File: src/rtl/core/swp_pkg.sv
// ----------------------------------------------------------------------------
// swp_pkg
// Shared types and constants of the spline waveform plotter.
// ----------------------------------------------------------------------------
package swp_pkg;

    localparam int SAMPLE_W  = 32;
    localparam int SEG_W     = 10;
    localparam int PIX_W     = 13;
    localparam int CRD_W     = 12;
    localparam int CFG_IDX_W = 3;
    localparam int STEPS     = 32;
    localparam int V_W       = 56;
    localparam int COEF_W    = 37;
    localparam int DIV_STEPS = 12;
    localparam int CNT_W     = 4;

    localparam logic FUNC_PUSH = 1'b0;
    localparam logic FUNC_PLOT = 1'b1;

    localparam logic [CFG_IDX_W-1:0] CFG_MIN_LEVEL  = 3'd0;
    localparam logic [CFG_IDX_W-1:0] CFG_MAX_LEVEL  = 3'd1;
    localparam logic [CFG_IDX_W-1:0] CFG_ORIGIN_X   = 3'd2;
    localparam logic [CFG_IDX_W-1:0] CFG_ORIGIN_Y   = 3'd3;
    localparam logic [CFG_IDX_W-1:0] CFG_BOX_WIDTH  = 3'd4;
    localparam logic [CFG_IDX_W-1:0] CFG_BOX_HEIGHT = 3'd5;

    localparam logic [SAMPLE_W-1:0] RST_MIN_LEVEL  = 32'd0;
    localparam logic [SAMPLE_W-1:0] RST_MAX_LEVEL  = 32'd65535;
    localparam logic [CRD_W-1:0]    RST_BOX_WIDTH  = 12'd260;
    localparam logic [CRD_W-1:0]    RST_BOX_HEIGHT = 12'd100;

    typedef enum logic [2:0] {
        S_IDLE,
        S_READ,
        S_COEF1,
        S_COEF2,
        S_CLAMP,
        S_MUL,
        S_DIV,
        S_EMIT
    } t_state;

    typedef struct packed {
        logic             push;
        logic             plot;
        logic             rd_en;
        logic [1:0]       rd_sel;
        logic             cap;
        logic             coef1;
        logic             coef2;
        logic             clamp;
        logic             mul;
        logic             div;
        logic [CNT_W-1:0] div_bit;
        logic             emit;
    } t_cmd;

    typedef struct packed {
        logic plot_ok;
        logic k_last;
    } t_sts;

endpackage

File: src/rtl/core/swp_ctrl.sv
// ----------------------------------------------------------------------------
// swp_ctrl
// Sequencer: sample reads, coefficient setup and the per-point loop.
// ----------------------------------------------------------------------------
module swp_ctrl (
    input  logic          i_clk,
    input  logic          i_rst_n,
    input  logic          start,
    input  logic          i_func,
    input  swp_pkg::t_sts i_sts,
    output swp_pkg::t_cmd o_cmd,
    output logic          busy,
    output logic          o_strobe
);
    import swp_pkg::*;

    t_state           r_state, n_state;
    logic [CNT_W-1:0] r_cnt, n_cnt;
    logic             accept;

    assign accept = start && (r_state == S_IDLE);

    always_ff @(posedge i_clk) begin
        if (!i_rst_n) begin
            r_state <= S_IDLE;
            r_cnt   <= '0;
        end else begin
            r_state <= n_state;
            r_cnt   <= n_cnt;
        end
    end

    always_comb begin
        n_state = r_state;
        n_cnt   = r_cnt + CNT_W'(1);
        case (r_state)
            S_IDLE: begin
                n_cnt = '0;
                if (accept && (i_func == FUNC_PLOT) && i_sts.plot_ok) begin
                    n_state = S_READ;
                end
            end
            S_READ: begin
                if (r_cnt == CNT_W'(4)) begin
                    n_state = S_COEF1;
                end
            end
            S_COEF1: n_state = S_COEF2;
            S_COEF2: n_state = S_CLAMP;
            S_CLAMP: n_state = S_MUL;
            S_MUL: begin
                n_state = S_DIV;
                n_cnt   = '0;
            end
            S_DIV: begin
                if (r_cnt == CNT_W'(DIV_STEPS - 1)) begin
                    n_state = S_EMIT;
                end
            end
            S_EMIT: begin
                n_state = i_sts.k_last ? S_IDLE : S_CLAMP;
            end
            default: n_state = S_IDLE;
        endcase
    end

    always_comb begin
        o_cmd         = '0;
        o_cmd.rd_sel  = r_cnt[1:0];
        o_cmd.div_bit = CNT_W'(DIV_STEPS - 1) - r_cnt;
        case (r_state)
            S_IDLE: begin
                o_cmd.push = accept && (i_func == FUNC_PUSH);
                o_cmd.plot = accept && (i_func == FUNC_PLOT);
            end
            S_READ: begin
                o_cmd.rd_en = (r_cnt < CNT_W'(4));
                o_cmd.cap   = (r_cnt != '0);
            end
            S_COEF1: o_cmd.coef1 = 1'b1;
            S_COEF2: o_cmd.coef2 = 1'b1;
            S_CLAMP: o_cmd.clamp = 1'b1;
            S_MUL:   o_cmd.mul   = 1'b1;
            S_DIV:   o_cmd.div   = 1'b1;
            S_EMIT:  o_cmd.emit  = 1'b1;
            default: o_cmd = '0;
        endcase
    end

    assign busy     = (r_state != S_IDLE);
    assign o_strobe = (r_state == S_EMIT);

endmodule

File: config.mk
export PLATFORM = sky130hd
export DESIGN_NAME = swp_ctrl
export DESIGN_NICKNAME = d
export VERILOG_FILES = /design/src/rtl/core/swp_pkg.sv /design/src/rtl/core/swp_ctrl.sv
export SDC_FILE = /design/constraint.sdc
export NUM_CORES = 1
export LEC_CHECK = 0
export BUFFER_PORTS_ARGS = -buffer_cell sky130_fd_sc_hd__buf_2
export CAP_MARGIN = 15
export CORE_MARGIN = 1.5
export CORE_UTILIZATION = 35
export DETAILED_ROUTE_END_ITERATION = 7
export PLACE_DENSITY = 0.6
export SLEW_MARGIN = 20
export SYNTH_ARGS = -nofsm -noshare
export SYNTH_HDL_FRONTEND = slang
export SYNTH_SLANG_ARGS = --single-unit
File: constraint.sdc
create_clock -name i_clk -period 1.7 [get_ports i_clk]
set_input_delay 0.255 -clock i_clk [delete_from_list [all_inputs] [get_ports i_clk]]
set_output_delay 0.255 -clock i_clk [all_outputs]
set_load 0.02 [all_outputs]
==> reports/metrics.cfg <==
[flow_run]
max_cap_viol_count=0

[global_route]
grt_pass1_wl_um=1730
overflow=0
grt_max_degree=14
antenna_found_initial=0
grt_pass1_vias=411
grt_util_all_layers=0.128

[cells_and_area]
drive_above_1_share=0.464
area_growth_pct=18.5
design_area_um2=658
utilization=0.442
final_cells=100
final_cell_mix=23 x buf_2, 6 x inv_1, 6 x nor2_1, 6 x ha_1, 6 x dfxtp_1
num_antenna_cells=0
layout.nets=97
layout_commonest_cell=buf_2

[yosys]
synth_compound_area_frac=0.115
synth_area_leader_cell=dfxtp_1
synth-simple-area-share=0.295
syn_inst=64
ys_ff_latch=7
yosysUniqueCellTypes=29
synth_flop_cell=dfxtp_1
synthesis.area_um2=556
synthDominantCellAreaShare=0.252
synth_fa_ha_area_frac=0.135
ys_warn_count=0
avgSynthCellArea_um2=8.68
muxShareOfSynthArea=0
synth_edf_count=0
synth-async-reset-ratio=0
synth_nets=76
seq_area_frac_synth=0.252
synth_area_leaders=dfxtp_1 25%, ha_1 14%, buf_4 6.8%
synth_top_family_by_area=simple AND/OR/NAND/NOR gates
synth-xor-area-share=0.0473

[worst_setup_path]
cp_num_buf_inv=1
required_ps=1440
max_stage_delay_ps=570
crit_arrival_ps=1320
path_max_fanout=13
path_class=reg -> out
cp-end-kind=output pin
cp_top_family=flip-flops
slowest_stage=dfxtp_1
crit_path_cell_trace=nor2b_1 -> and2b_2 -> buf_2
start_kind=register

[detailed_routing]
drt_pass1_iterations=1
routed-via-count=447
drt_iter0_drc=0
wl_per_cell_um=9.32
drc_errors=0
via_per_inst=4.47
routed_wirelength_um=932
drtAntennaViolNets=0

[sta]
setup_violations=0
max_slew_margin=0.704
tightest_slew_ps=443
fin_skew_ps=0.321
rsz0062_at_grt=no
min_period_over_period=0.924
tns_ps=0
max_freq_mhz=636
hold_viol=0
min_period_ps=1570
slew_viol_final=0

[pwr]
p_per_area_nw_per_um2=555
vdd_drop_max_uv=219
p_leak_nw=0.335
total_power_mw=0.365

[cts]
root_buffer=clkbuf_4
numClockSinks=7
htreeDepth=1
clock_latency_ps=250
cts_hold_buf=0
cts-buffers-inserted=3
cts.reportedPaths.clkPinSlew_ps=50
clock_path_buffers=2
tritoncts=done
cts_setup_buffers=0

[place]
dp_cells=96
dpl.hpwl_um=742
dpl_cell_area_um2=631
portBuffers=23
place.gp.congestion=0.753

[floorplanning]
fp-row-count=14
initial_core_util=0.373
die-width_um=42.8
dieArea_um2=1840
die_y_um=42.8
core_um2=1490
io_pins=24

[worst_hold_path]
holdCritPathClass=in -> reg

[run_status]
status=completed

-- power breakdown --
group / internal (mW) / switching, mW
Combinational: 0.0171 / 0.0230
Sequential: 0.166 / 0.00534
Clock: 0.0897 / 0.0637
Total: 0.273 / 0.0920
-- sequential cells by signal (all words and copies together), names as in the netlist --
| signal | flops |
|---|---|
| r_cnt | 4 |
| r_state | 3 |
-- metrics by stage --
stage | setup slack (ps) | hold WS, ps
6_report | 129 | 263
5_1_grt | 14.2 | 266
4_1_cts | 110 | 254
3_5_place_dp | 277 | 475
3_3_place_gp | 325 | 460
2_1_floorplan | 337 | 373
-- cell families (layout without fill, tap and decap cells) --
group / after synthesis / count (layout)
buffers and inverters: 14 / 34
xor gates and xnor gates: 3 / 3
adders and majority gates: 6 / 6
and+or+nand+nor: 26 / 26
AOI/OAI and AO/OA: 8 / 8
DFF: 7 / 7
-- per-layer routing --
layer / vias up / routed length (um) / global-route usage
li1: 242 / - / -
met1: 188 / 430 / 0.163
met2: 13 / 432 / 0.179
met3: 4 / 43 / 0.0255
met4: 0 / 27 / 0.113
met5: - / 0 / 0
-- cell usage after synthesis, types with 2 or more instances --
library cell and instances:
dfxtp_1 7, ha_1 6, inv_1 6, nor2_1 6
buf_4 5, nand2_1 5, and3_1 3, a21oi_1 2
buf_6 2, o21ai_2 2, xnor2_1 2
-- repair_timing --
item	4_1_cts	5_1_grt
endpoints found under the hold margin	0	0
endpoints found under the setup margin	1	0
resized for setup	1	0
-- cell type report --
cell class	instances	area, um^2
Clock buffer	4	26.3
Multi-Input combinational cell	43	329
Tap cell	16	20.0
Sequential cell	7	141
Inverter	7	26.3
Fill cell	147	831
Timing Repair Buffer	23	115
-- worst paths after layout --
path	startpoint	to	slack, ps	cells after the start
min reg2reg	r_cnt[0]	r_cnt[0]	480	1
max	r_state[0]	o_cmd[9]	130	3
min	i_rst_n	r_state[1]	260	2
max reg2reg	r_cnt[0]	r_state[1]	510	5
Note: power is estimated with default switching activity, not from simulation.
